## src/rtl/cti_pkg.sv

```systemverilog
// ----------------------------------------------------------------------------
// cti_pkg
// Shared types and constants of the cubic trajectory interpolator.
// ----------------------------------------------------------------------------
package cti_pkg;

    localparam int PHASE_BITS_DEF = 16;
    localparam int VAL_W          = 32;
    localparam int CFG_IDX_W      = 8;

    // Register indexes of the configuration port
    localparam logic [CFG_IDX_W-1:0] REG_START_TIME  = 8'd0;
    localparam logic [CFG_IDX_W-1:0] REG_END_TIME    = 8'd1;
    localparam logic [CFG_IDX_W-1:0] REG_START_VALUE = 8'd2;
    localparam logic [CFG_IDX_W-1:0] REG_END_VALUE   = 8'd3;

    // Per-stage control travelling along the pipeline
    typedef struct packed {
        logic valid;
        logic bypass;
    } ctl_t;

endpackage

```

## src/rtl/cti_div_cell.sv

```systemverilog
// ----------------------------------------------------------------------------
// cti_div_cell
// One restoring-division cell: doubles the remainder, produces one quotient
// bit, and hands the request to the next cell.
// ----------------------------------------------------------------------------
module cti_div_cell
    import cti_pkg::*;
#(
    parameter int PHASE_BITS = PHASE_BITS_DEF
)
(
    input  logic                  clk,
    input  logic                  rst_n,
    input  ctl_t                  in_ctl,
    output logic                  in_ready,
    input  logic [VAL_W-1:0]      in_rem,
    input  logic [VAL_W-1:0]      in_div,
    input  logic [PHASE_BITS:0]   in_quo,
    input  logic [VAL_W-1:0]      in_bval,
    output ctl_t                  out_ctl,
    input  logic                  out_ready,
    output logic [VAL_W-1:0]      out_rem,
    output logic [VAL_W-1:0]      out_div,
    output logic [PHASE_BITS:0]   out_quo,
    output logic [VAL_W-1:0]      out_bval
);

    ctl_t                ctl_reg;
    logic [VAL_W-1:0]    rem_reg, rem_next;
    logic [VAL_W-1:0]    div_reg;
    logic [PHASE_BITS:0] quo_reg, quo_next;
    logic [VAL_W-1:0]    bval_reg;
    logic [VAL_W:0]      rem2;
    logic [VAL_W:0]      diff;
    logic                ge;

    // Take a new request when empty or when the next cell drains this one
    assign in_ready = !ctl_reg.valid || out_ready;

    // Shift, compare and conditionally subtract
    always_comb
    begin
        rem2     = {in_rem, 1'b0};
        diff     = rem2 - {1'b0, in_div};
        ge       = !diff[VAL_W];
        rem_next = ge ? diff[VAL_W-1:0] : rem2[VAL_W-1:0];
        quo_next = {in_quo[PHASE_BITS-1:0], ge};
    end

    always_ff @(posedge clk or negedge rst_n)
    begin
        if (!rst_n)
        begin
            ctl_reg <= '0;
        end
        else if (in_ready)
        begin
            ctl_reg <= in_ctl;
        end
    end

    // Payload needs no reset
    always_ff @(posedge clk)
    begin
        if (in_ready && in_ctl.valid)
        begin
            rem_reg  <= rem_next;
            div_reg  <= in_div;
            quo_reg  <= quo_next;
            bval_reg <= in_bval;
        end
    end

    assign out_ctl  = ctl_reg;
    assign out_rem  = rem_reg;
    assign out_div  = div_reg;
    assign out_quo  = quo_reg;
    assign out_bval = bval_reg;

endmodule

```

## config.mk

```make
export PLATFORM = sky130hd
export DESIGN_NAME = cti_div_cell
export DESIGN_NICKNAME = d
export VERILOG_FILES = /design/src/rtl/cti_pkg.sv /design/src/rtl/cti_div_cell.sv
export SDC_FILE = /design/constraint.sdc
export NUM_CORES = 1
export LEC_CHECK = 0
export BUFFER_PORTS_ARGS = -buffer_cell sky130_fd_sc_hd__clkbuf_2
export CORE_UTILIZATION = 50
export CTS_BUF_LIST = sky130_fd_sc_hd__clkbuf_4
export DETAILED_ROUTE_END_ITERATION = 8
export HOLD_SLACK_MARGIN = 0.15
export PLACE_DENSITY = 0.92
export RECOVER_POWER = 50
export SLEW_MARGIN = 25
export SYNTH_ARGS = -nofsm -noshare
export SYNTH_HDL_FRONTEND = slang
export SYNTH_SLANG_ARGS = --single-unit
```

## constraint.sdc

```tcl
create_clock -name clk -period 4.8 [get_ports clk]
set_input_delay 0.72 -clock clk [delete_from_list [all_inputs] [get_ports clk]]
set_output_delay 0.72 -clock clk [all_outputs]
set_load 0.05 [all_outputs]
```

# [Yosys cells after proc, flatten, opt, wreduce, memory -nomap -nowiden]
# Index checks and enable logic that the tools add are counted.
[totals] input_bits=118 output_inout_bits=116 reg_bits=115 elab_cells=13
[classes] n_mux=1 addsub=1 reduce_logical=4
[op_table] operator="33-bit by 32-bit subtractor with 33-bit output" count=1
[op_table] operator="32-bit two-way mux" count=1
[op_table] operator="1-bit zero test" count=2
[op_table] operator="1-bit logical AND" count=1
[op_table] operator="1-bit logical OR" count=1

# [Longest topological paths before layout]
[logic_depth] ltp_word=3 depth_mapped=13 mapped_depth_nobuf=11

# [Worst setup path before layout]
# No wires, ideal clock.
[synth_timing] kind="input-to-reg" from="input port out_ready" to="register bval_reg[0] (netlist: out_bval[0]), enable pin" path_stages=2 slack_ns=0.424 required_time_ns=4.315 setup_time_ns=0.485 arrival_ns=3.892 n_path_buf=0 cell_sequence="nand2b_1 -> and2_1"
[synth_via] elab_chain_len=2
[synth_rtl] item="start: declaration" line_no="cti_div_cell.sv:21" source="input logic out_ready,"
[synth_rtl] item="1-bit logical OR" line_no="cti_div_cell.sv:38" source="assign in_ready = !ctl_reg.valid || out_ready;"
[synth_rtl] item="1-bit logical AND" line_no="cti_div_cell.sv:65" source="if (in_ready && in_ctl.valid)"
[synth_rtl] item="end signal: assignment" line_no="cti_div_cell.sv:70" source="bval_reg <= in_bval;"
[synth_rtl] item="end: declaration" line_no="cti_div_cell.sv:32" source="logic [VAL_W-1:0] bval_reg;"
# Every way passes these cells.
# A chain may end at the register's enable or synchronous reset.

# [Final worst setup path]
[layout_timing] from="input port in_div[0]" to="register rem_reg[31] (netlist: out_rem[31]) (data pin)"
[layout_via] elab_chain_len=2
[layout_rtl] item="start: declaration" line_no="cti_div_cell.sv:17" source="input logic [VAL_W-1:0] in_div,"
[layout_rtl] item="33-bit by 32-bit subtractor with 33-bit output" line_no="cti_div_cell.sv:44" source="diff = rem2 - {1'b0, in_div};"
[layout_rtl] item="32-bit two-way mux" line_no="cti_div_cell.sv:46" source="rem_next = ge ? diff[VAL_W-1:0] : rem2[VAL_W-1:0];"
[layout_rtl] item="named net rem_next[31]" line_no="cti_div_cell.sv:29" source="logic [VAL_W-1:0] rem_reg, rem_next;"
[layout_rtl] item="end signal: assignment" line_no="cti_div_cell.sv:67" source="rem_reg <= rem_next;"
[layout_rtl] item="end: declaration" line_no="cti_div_cell.sv:29"
# The timed path passes the listed nets, and every way through them passes these cells.

==> impl_metrics.env <==
export IMPL_status="finished, violations left"
export IMPL_violations="capacitance limit, slew limit"
export IMPL_fin_nets=800
export IMPL_via_per_inst=5.39
export IMPL_worstSetupPathType="input port to flop"
export IMPL_antenna_found_initial=1
export IMPL_die_height_um=109
export IMPL_yosys_register_bits=115
export IMPL_ys_warn_count=0
export IMPL_min_period_ps=3820
export IMPL_area_growth_pct=27.4
export IMPL_io_pins=234
export IMPL_numCtsBuffers=17
export IMPL_ant_nets=0
export IMPL_grt_pass1_vias=4348
export IMPL_yosysUniqueCellTypes=51
export IMPL_grt_max_degree=61
export IMPL_yosysMostFrequentCell="edfxtp_1"
export IMPL_max_cap_violations=1
export IMPL_cp_arrival_ps=4110
export IMPL_start_util=0.522
export IMPL_grt_overflow_total=0
export IMPL_end_kind="flop"
export IMPL_cts_tree="done"
export IMPL_drive_gt1_frac=0.363
export IMPL_synth_edf_count=113
export IMPL_core_area_um2=11000
export IMPL_drtIter0Drc=256
export IMPL_cts_sinks=115
export IMPL_grt_usage=0.250
export IMPL_hpwl_mm=11.6
export IMPL_ys_seq_area_frac=0.598
export IMPL_grt_setup_unrepaired="false"
export IMPL_synth_cells=407
export IMPL_skew_ps=25.7
export IMPL_slew_violations=61
export IMPL_cp_required_ps=5100
export IMPL_rows=38
export IMPL_worst_pin_slew_ps=2540
export IMPL_critPathLaunchType="input port"
export IMPL_gp_congestion=0.832
export IMPL_grt_use_met1=0.246
export IMPL_portBuffers=232
export IMPL_grtUsageMet2=0.460
export IMPL_finalSetupViolations=0
export IMPL_grt_pass1_wl_mm=21.5
export IMPL_netlist_area_leader_share=0.590
export IMPL_finalCritPeriodShare=0.796
export IMPL_synthFlopType="edfxtp_1"
export IMPL_path_clk_slew_ps=120
export IMPL_dieArea_um2=11900
export IMPL_hp_class="input port to flop"
export IMPL_syn_area_per_cell_um2=14.1
export IMPL_cts_buffer_depth=2
export IMPL_yosysTopAreaCell="edfxtp_1"
export IMPL_hold_viol=0
export IMPL_root_buffer="clkbuf_4"
export IMPL_fill_cells=810
export IMPL_die_w_um=109
export IMPL_via_count=4331
export IMPL_grt_busiest_layer="met2"
export IMPL_dr_pass1_iters=4
export IMPL_routedWlPerCell_um=18.8
export IMPL_ir_drop_uv=226
export IMPL_synthTopCellsByArea="edfxtp_1, mux2_4, ha_1, xnor2_1, a21o_1"
export IMPL_yosys_top_cells_count="edfxtp_1, inv_1, ha_1, mux2_4, a21oi_1"
export IMPL_cellPowerDensity_nw_per_um2=394
export IMPL_route_final_wire_length_mm=15.1
export IMPL_drc=0
export IMPL_finalSetupTns_ps=0
export IMPL_synthArstFlopShare=0.0174
export IMPL_power_leakage_nw=3.30
export IMPL_slew_headroom=-0.692
export IMPL_syn_nets=557
export IMPL_cts_htree_levels=4
export IMPL_timing_hold_ws_ps=333
export IMPL_cts_resized_gates=0
export IMPL_crit_fanout=19
export IMPL_max_freq_mhz=262
export IMPL_synth_cell_area_um2=5750
export IMPL_grt_use_met3=0.0843
export IMPL_insertion_delay_ps=550
logic make-up (layout without fill, tap and decap cells):
group                      Yosys count  count (layout)  synth area share
buffers and inverters               49             305            0.0374
muxes                               32              32            0.0809
other                                0               1                 0
and+or+nand+nor                     54              54            0.0489
adders and majority gates           32              32            0.0709
DFF                                115             115             0.598
xor gates and xnor gates            29              29            0.0454
AOI/OAI and AO/OA                   96              96             0.118
registers in the layout, indices dropped and copies added (netlist names):
name,count
out_bval,32
out_div,32
out_quo,17
out_ctl,2
out_rem,32
power breakdown:
group	internal, mW	switching, mW
clock	0.485	0.369
combinational	0.283	0.527
sequential	1.20	0.0216
total	1.97	0.917
metal layers:
layer  vias to the layer above  routed length, µm
li1                       2032                  -
met1                      2063               5330
met2                       199               8190
met3                        37               1170
met4                         0                458
met5                         -                  0
worst paths after layout:
| kind | start | slack [ps] | depth (start not counted) | end |
|---|---|---|---|---|
| setup / recovery | in_div[0] | 980 | 13 | out_rem[31] |
| hold / removal | in_bval[22] | 330 | 1 | out_bval[22] |
| setup reg to reg | out_ctl[1] | 1370 | 3 | out_div[30] |
| hold reg to reg | out_ctl[0] | 540 | 1 | out_ctl[0] |
| max in group asynchronous | rst_n | 4190 | 2 | out_ctl[1] |
| min in group asynchronous | rst_n | 480 | 2 | out_ctl[0] |
critical path: stages:
cell and delay (ps):
clkbuf_1 150, inv_1 80, fa_1 460, a211oi_1 260
o21bai_1 130, a21oi_2 250, o21ai_2 140, a21oi_2 280
o31ai_2 130, o41ai_2 430, xnor2_4 430, buf_12 270
mux2_2 360
final cells by class:
| cell class | count | area (µm²) | share of cell area |
|---|---|---|---|
| Tap cell | 140 | 175 | 0.0239 |
| Multi-Input combinational cell | 243 | 2110 | 0.287 |
| Clock buffer | 21 | 158 | 0.0215 |
| Inverter | 37 | 139 | 0.0189 |
| Sequential cell | 115 | 3440 | 0.470 |
| Antenna cell | 1 | 2.50 | 0.000341 |
| Timing Repair Buffer | 236 | 1120 | 0.153 |
| Clock inverter | 11 | 185 | 0.0253 |
layout by cell type (no fill, tap or decap), types with 4 or more instances in the layout:
cell type	count
clkbuf_2	165
edfxtp_1	113
clkbuf_1	67
inv_1	37
ha_1	31
mux2_4	28
a21oi_1	26
a21o_1	22
clkbuf_4	21
xnor2_1	19
nand2_1	13
o21ai_0	11
nor2_1	11
xor2_1	9
o21bai_1	6
nand4_1	6
nand2b_1	5
bufinv_16	5
nor3_1	4
mux2_2	4
metrics by stage:
step / util / instances / setup slack [ps] / total power [mW] / cell area (µm²)
after global routing: 0.665 / 804 / 840 / 2.99 / 7330
final: 0.665 / 804 / 981 / 2.89 / 7330
after CTS: 0.672 / 803 / 1100 / 2.91 / 7420
after global placement: 0.640 / 770 / 552 / 2.03 / 7060
after detailed placement: 0.640 / 770 / 516 / 2.06 / 7060
after floorplan: - / 407 / 424 / 1.86 / 5750
repair_timing:
item                      CTS  global route
setup buffers               0             0
hold buffers                1             0
hold endpoints to repair    2             0
Power figures use the tool's default switching activity.
