File: src/rtl/cti_pkg.sv
// ----------------------------------------------------------------------------
// cti_pkg
// Shared types and constants of the cubic trajectory interpolator.
// ----------------------------------------------------------------------------
package cti_pkg;

    localparam int PHASE_BITS_DEF = 16;
    localparam int VAL_W          = 32;
    localparam int CFG_IDX_W      = 8;

    // Register indexes of the configuration port
    localparam logic [CFG_IDX_W-1:0] REG_START_TIME  = 8'd0;
    localparam logic [CFG_IDX_W-1:0] REG_END_TIME    = 8'd1;
    localparam logic [CFG_IDX_W-1:0] REG_START_VALUE = 8'd2;
    localparam logic [CFG_IDX_W-1:0] REG_END_VALUE   = 8'd3;

    // Per-stage control travelling along the pipeline
    typedef struct packed {
        logic valid;
        logic bypass;
    } ctl_t;

endpackage

File: src/rtl/cti_poly.sv
// ----------------------------------------------------------------------------
// cti_poly
// Blend pipeline: s^2, s^3, 3s^2-2s^3 times the span, then the final add;
// bypassed samples leave with their input value.
module cti_poly
    import cti_pkg::*;
#(
    parameter int PHASE_BITS = PHASE_BITS_DEF
)
(
    input  logic                    clk,
    input  logic                    rst_n,
    input  ctl_t                    in_ctl,
    output logic                    in_ready,
    input  logic [PHASE_BITS:0]     in_phase,
    input  logic [VAL_W-1:0]        in_bval,
    input  logic signed [VAL_W-1:0] start_value,
    input  logic signed [VAL_W-1:0] end_value,
    output logic                    out_valid,
    input  logic                    out_ready,
    output logic [VAL_W-1:0]        out_data
);

    localparam int SW = PHASE_BITS + 1;
    localparam int PW = VAL_W + 1 + PHASE_BITS + 2;
    localparam logic [SW-1:0] ONE = SW'(1) << PHASE_BITS;

    ctl_t a_ctl_reg, b_ctl_reg, c_ctl_reg;
    logic d_vld_reg;
    logic a_rdy, b_rdy, c_rdy, d_rdy;

    logic [SW-1:0]           a_s_reg, a_s2_reg, b_s2_reg, b_s3_reg;
    logic [VAL_W-1:0]        a_bv_reg, b_bv_reg, c_bv_reg;
    logic signed [PW-1:0]    c_prod_reg;
    logic [VAL_W-1:0]        d_out_reg;

    logic [2*SW-1:0]         sq, cu;
    logic [SW+1:0]           hsum;
    logic [SW-1:0]           h;
    logic signed [VAL_W:0]   span;
    logic signed [PW-1:0]    prod_next, prod_sh;

    // Ready chain back from the output register
    assign d_rdy    = !d_vld_reg || out_ready;
    assign c_rdy    = !c_ctl_reg.valid || d_rdy;
    assign b_rdy    = !b_ctl_reg.valid || c_rdy;
    assign a_rdy    = !a_ctl_reg.valid || b_rdy;
    assign in_ready = a_rdy;

    always_comb
    begin
        sq        = (2*SW)'(in_phase) * (2*SW)'(in_phase);
        cu        = (2*SW)'(a_s2_reg) * (2*SW)'(a_s_reg);
        hsum      = ({2'b0, b_s2_reg} << 1) + {2'b0, b_s2_reg} - ({2'b0, b_s3_reg} << 1);
        h         = (hsum > {2'b0, ONE}) ? ONE : hsum[SW-1:0];
        span      = {end_value[VAL_W-1], end_value} - {start_value[VAL_W-1], start_value};
        prod_next = PW'(span) * $signed({1'b0, h});
        prod_sh   = c_prod_reg >>> PHASE_BITS;
    end

    // Advance control of each stage
    always_ff @(posedge clk or negedge rst_n)
    begin
        if (!rst_n)
        begin
            a_ctl_reg <= '0;
            b_ctl_reg <= '0;
            c_ctl_reg <= '0;
            d_vld_reg <= 1'b0;
        end
        else
        begin
            if (a_rdy) a_ctl_reg <= in_ctl;
            if (b_rdy) b_ctl_reg <= a_ctl_reg;
            if (c_rdy) c_ctl_reg <= b_ctl_reg;
            if (d_rdy) d_vld_reg <= c_ctl_reg.valid;
        end
    end

    // Payload stages
    always_ff @(posedge clk)
    begin
        if (a_rdy && in_ctl.valid)
        begin
            a_s_reg  <= in_phase;
            a_s2_reg <= sq[2*SW-2:PHASE_BITS];
            a_bv_reg <= in_bval;
        end
        if (b_rdy && a_ctl_reg.valid)
        begin
            b_s2_reg <= a_s2_reg;
            b_s3_reg <= cu[2*SW-2:PHASE_BITS];
            b_bv_reg <= a_bv_reg;
        end
        if (c_rdy && b_ctl_reg.valid)
        begin
            c_prod_reg <= b_ctl_reg.bypass ? '0 : prod_next;
            c_bv_reg   <= b_bv_reg;
        end
        if (d_rdy && c_ctl_reg.valid)
        begin
            d_out_reg <= c_ctl_reg.bypass ? c_bv_reg
                                          : start_value + prod_sh[VAL_W-1:0];
        end
    end

    assign out_valid = d_vld_reg;
    assign out_data  = d_out_reg;

endmodule

File: config.mk
export PLATFORM = sky130hd
export DESIGN_NAME = cti_poly
export DESIGN_NICKNAME = d
export VERILOG_FILES = /design/src/rtl/cti_pkg.sv /design/src/rtl/cti_poly.sv
export SDC_FILE = /design/constraint.sdc
export NUM_CORES = 2
export LEC_CHECK = 0
export ABC_AREA = 1
export BUFFER_PORTS_ARGS = -buffer_cell sky130_fd_sc_hd__buf_2
export CORE_UTILIZATION = 30
export DETAILED_ROUTE_END_ITERATION = 7
export SYNTH_ARGS = -nofsm -noshare
export SYNTH_HDL_FRONTEND = slang
export SYNTH_SLANG_ARGS = --single-unit
export TNS_END_PERCENT = 30
File: constraint.sdc
create_clock -name clk -period 18.3 [get_ports clk]
set_input_delay 3.66 -clock clk [delete_from_list [all_inputs] [get_ports clk]]
set_output_delay 3.66 -clock clk [all_outputs]
set_load 0.02 [all_outputs]
; ---- Word level (Yosys, flattened, before mapping)
; Index checks and enable logic that the tools add are counted.
[op_classes]
n_mux = 2
order_cmp = 1
mul = 3
addsub = 4
n_reduce_logical = 12
[ops]
columns = operator, count
row1 = 17-bit by 17-bit multiplier with 33-bit output, 2
row2 = 33-bit by 18-bit multiplier with 48-bit output, 1
row3 = 32-bit by 32-bit subtractor with 33-bit output, 1
row4 = 32-bit adder, 1
row5 = 32-bit 2-to-1 mux, 1
row6 = 18-bit by 17-bit adder with 19-bit output, 1
row7 = 19-bit by 17-bit > comparator with 1-bit output (second input constant), 1
row8 = 19-bit by 18-bit subtractor with 19-bit output, 1
row9 = 17-bit 2-to-1 mux, 1
row10 = 1-bit logical AND, 4
row11 = 1-bit zero test, 4
row12 = 1-bit logical OR, 4
[totals]
inputBits = 118
ff_bits = 251
out_inout_bits = 34

; ---- Longest topological paths before layout
[depth]
ltp_word = 6
depth_mapped = 51
depth_no_buf = 50

; ---- Worst setup path before layout
; No wires, ideal clock.
[synth_path]
path_kind = in2reg
from = in start_value[4]
to = reg c_prod_reg[40] (data pin)
slack_ps = 7691
path_stages = 36
n_path_buf = 1
t_arrival_ps = 10349
cell_sequence = inv_1 > ha_1 > nand2_1 > nand2_1 > a21boi_1 > nand2_1 > a21boi_2 > o21ai_1 > nand3_1 > nand2_1 > nand3_1 > nand2_1 > a21boi_1 > xnor2_1 > buf_2 > nand2_1 > fa_1 > fa_1 > fa_1 > inv_1 > fa_1 > fa_1 > inv_1 > fa_1 > inv_1 > ha_1 > a21oi_1 > inv_1 > a31oi_1 > o21ai_0 > a21oi_1 > a21boi_0 > o21ai_0 > a21o_1 > o21ai_0 > a21oi_1
[synth_between]
elab_chain_len = 2
[synth_lines]
columns = element, line_no
row1 = "start, declared", cti_poly.sv:17  ; input logic signed [VAL_W-1:0] start_value,
row2 = 32-bit by 32-bit subtractor with 33-bit output, cti_poly.sv:56  ; span = {end_value[VAL_W-1], end_value} - {start_value[VAL_W-1], start_value};
row3 = 33-bit by 18-bit multiplier with 48-bit output, cti_poly.sv:57  ; prod_next = PW'(span) * $signed({1'b0, h});
row4 = "end signal, assigned", cti_poly.sv:97  ; c_prod_reg <= b_ctl_reg.bypass ? '0 : prod_next;
row5 = "end, declared", cti_poly.sv:34  ; logic signed [PW-1:0] c_prod_reg;
; No other way between the ends.
; A chain may end at the register's enable or synchronous reset.

; ---- Final worst setup path
[layout_path]
from = in end_value[0]
to = reg c_prod_reg[40] (data pin)
[layout_between]
elab_chain_len = 2
[layout_lines]
columns = element, line_no
row1 = "start, declared", cti_poly.sv:18  ; input logic signed [VAL_W-1:0] end_value,
row2 = 32-bit by 32-bit subtractor with 33-bit output, cti_poly.sv:56
row3 = 33-bit by 18-bit multiplier with 48-bit output, cti_poly.sv:57
; No other way between the ends.

==> results.json <==
{
  "post-cts-setup-buffers": 0,
  "gr-usage-met1_pct": 22.8,
  "final_common_cell": "inv_1",
  "io_pins": 152,
  "die_h_um": 403,
  "die_x_um": 403,
  "drt-pass1-iter-count": 6,
  "seq_area_frac_synth_pct": 14.5,
  "synthCells": 5724,
  "cts_resized": 0,
  "r2r_cells": 42,
  "hp-class": "reg2reg",
  "nets": 7229,
  "postSynthAreaPerCell_um2": 8.44,
  "syn_area_um2": 48300,
  "finalSetupTns_ns": 0,
  "crit_path_frequent_cell": "fa_1",
  "syn-num-nets": 7184,
  "grt_max_degree": 67,
  "setup_viol_count_final": 0,
  "grt_antenna_before_repair": 2,
  "numCtsBuffers": 27,
  "routed_wl_um": 137000,
  "r2r_end": "c_prod_reg[40]",
  "reg2reg_slack_ns": 7.75,
  "die-area_um2": 163000,
  "met2_usage_pct": 29.4,
  "cts_hold_buf": 0,
  "start_util_pct": 30.3,
  "slowest_delay_ns": 1.01,
  "cts_sinks": 235,
  "yosysTopAreaCell": "fa_1",
  "ctsLongestPathBuffers": 3,
  "slew_headroom_pct": 12.1,
  "critical_path_arrival_ns": 12.02,
  "period_needed_ns": 11.70,
  "diodes": 0,
  "drt_iter0_drc": 2387,
  "clk_pin_slew_ns": 0.07,
  "synth_top_cell_area_share_pct": 39.1,
  "crit_path_end_kind": "flop",
  "crit_type": "in2reg",
  "fp.coreArea_um2": 159000,
  "routabilityCongestion": 0.952,
  "cp-start-kind": "primary input",
  "hpwl_um": 114000,
  "ant_nets": 0,
  "grt_first_pass_wirelength_um": 217000,
  "min_to": "b_bv_reg[26]",
  "drc": 0,
  "r2r-start": "b_s2_reg[0]",
  "cp.required_ns": 18.63,
  "yosysWarnings": 0,
  "ys_dominant_reg_cell": "edfxtp_1",
  "cts_root_buf": "clkbuf_16",
  "async_flop_share_pct": 2.98,
  "grt_overflow": 0,
  "post-route-period-util_pct": 63.9,
  "status": "completed",
  "grt_setup_unrepaired": "no",
  "grt.busiest_layer": "met2",
  "crit_slowest_cell": "xor2_1",
  "fmax_mhz": 85.5,
  "hold_viol_final": 0,
  "vias": 36960,
  "avgViaCountPerCell": 4.66,
  "layout_common_cells": "1569 x inv_1, 1149 x nand2_1, 944 x fa_1",
  "area.growth.synth_to_final_pct": 8.26,
  "grt_use_total_pct": 16.9,
  "cts-htree-levels": 1,
  "grt_pass1_vias": 39141,
  "hp-start": "a_bv_reg[26]",
  "drv_cap": 0,
  "synth-edff-count": 228,
  "use_met3_pct": 2.09,
  "cts_tree": "done",
  "hold_depth": 0,
  "ys_top_cells_by_area": "fa_1 39%, edfxtp_1 14%, inv_1 12%",
  "slew_violations": 0,
  "drive_above_1_share_pct": 5.11,
  "clk-insertion-delay-late_ns": 0.58,
  "portBuffers": 151,
  "rows": 146,
  "synth_cell_type_count": 52,
  "fin_worst_skew_ns": 0.0273,
  "worst_pin_slew_ns": 1.31,
  "ys_seq_elements": 235,
  "cp_max_fo": 13,
  "wl_per_cell_um": 17.2
}
-- metal layers --
layer,wire (um),share of wire (%)
met1,60300,44
met2,65700,48
met3,7980,5.8
met4,2690,2.0
met5,42,0.031
-- through the flow --
stage / setup slack (ns) / cells / util (%) / instance area, um2 / hold slack [ns]
after floorplan: 7.69 / 5724 / - / 48300 / 0.400
after global placement: 6.31 / 7886 / 32.3 / 51300 / 0.401
after detailed placement: 6.15 / 7886 / 32.3 / 51300 / 0.405
after CTS: 6.76 / 7934 / 32.9 / 52300 / 0.400
after global routing: 5.89 / 7934 / 32.9 / 52300 / 0.394
final: 6.60 / 7934 / 32.9 / 52300 / 0.395
-- area by class of cell --
cell class              count  area, um2
fillers                 16778     107000
inverters                1588       5960
clock inverters            20        265
repair buffers            195       1090
clock buffers              28        679
flip-flops and latches    235       7020
well taps                2146       2690
multi-input cells        3722      34600
-- worst max-delay path: cells and delay by family --
| kind | cells | cell delay, ns |
|---|---|---|
| compound gates | 11 | 2.11 |
| simple gates | 7 | 0.86 |
| xor+xnor | 1 | 1.01 |
| buf+inv | 7 | 0.44 |
| fa+ha+maj | 9 | 3.91 |
-- worst max-delay path by stage --
stage	startpoint	endpoint	slack (ns)
after CTS	end_value[0]	c_prod_reg[40]	6.76
after global placement	end_value[0]	c_prod_reg[44]	6.31
after detailed placement	end_value[0]	c_prod_reg[44]	6.15
after floorplan	start_value[4]	c_prod_reg[40]	7.69
final	end_value[0]	c_prod_reg[40]	6.60
after global routing	end_value[0]	c_prod_reg[44]	5.89
-- synthesized netlist by cell type (4+ instances only) --
| library cell | count |
|---|---|
| xor2_1 | 60 |
| nor3_1 | 19 |
| a21o_1 | 13 |
| nand2_2 | 6 |
| dfrtp_1 | 7 |
| buf_2 | 39 |
| a21oi_1 | 241 |
| o211ai_1 | 6 |
| fa_1 | 944 |
| o21a_1 | 18 |
| inv_1 | 1572 |
| o21bai_1 | 15 |
| a21boi_1 | 4 |
| o21ai_1 | 8 |
| nor4_1 | 7 |
| nand3b_1 | 10 |
| a31oi_1 | 16 |
| buf_4 | 7 |
| ha_1 | 398 |
| inv_2 | 10 |
| xnor2_1 | 39 |
| clkinv_1 | 6 |
| or2_2 | 19 |
| o21ai_0 | 125 |
| nand2_1 | 1149 |
| edfxtp_1 | 228 |
| nand4_1 | 20 |
| nor2_1 | 478 |
| o221ai_1 | 4 |
| o31ai_1 | 6 |
| clkbuf_1 | 132 |
| nand3_1 | 84 |
-- kinds of logic (layout without fill, tap and decap cells) --
family / after synthesis / count (layout) / synth area share [%]
xor gates and xnor gates: 102 / 102 / 1.90
and+or+nand+nor: 1802 / 1802 / 14.7
adders and majority gates: 1342 / 1342 / 49.4
AOI/OAI and AO/OA: 476 / 476 / 5.50
DFF: 235 / 235 / 14.5
buffers and inverters: 1767 / 1831 / 13.9
Power is not shown: default switching activity piles up to over one toggle a cycle in this logic, so the estimate is an artifact.
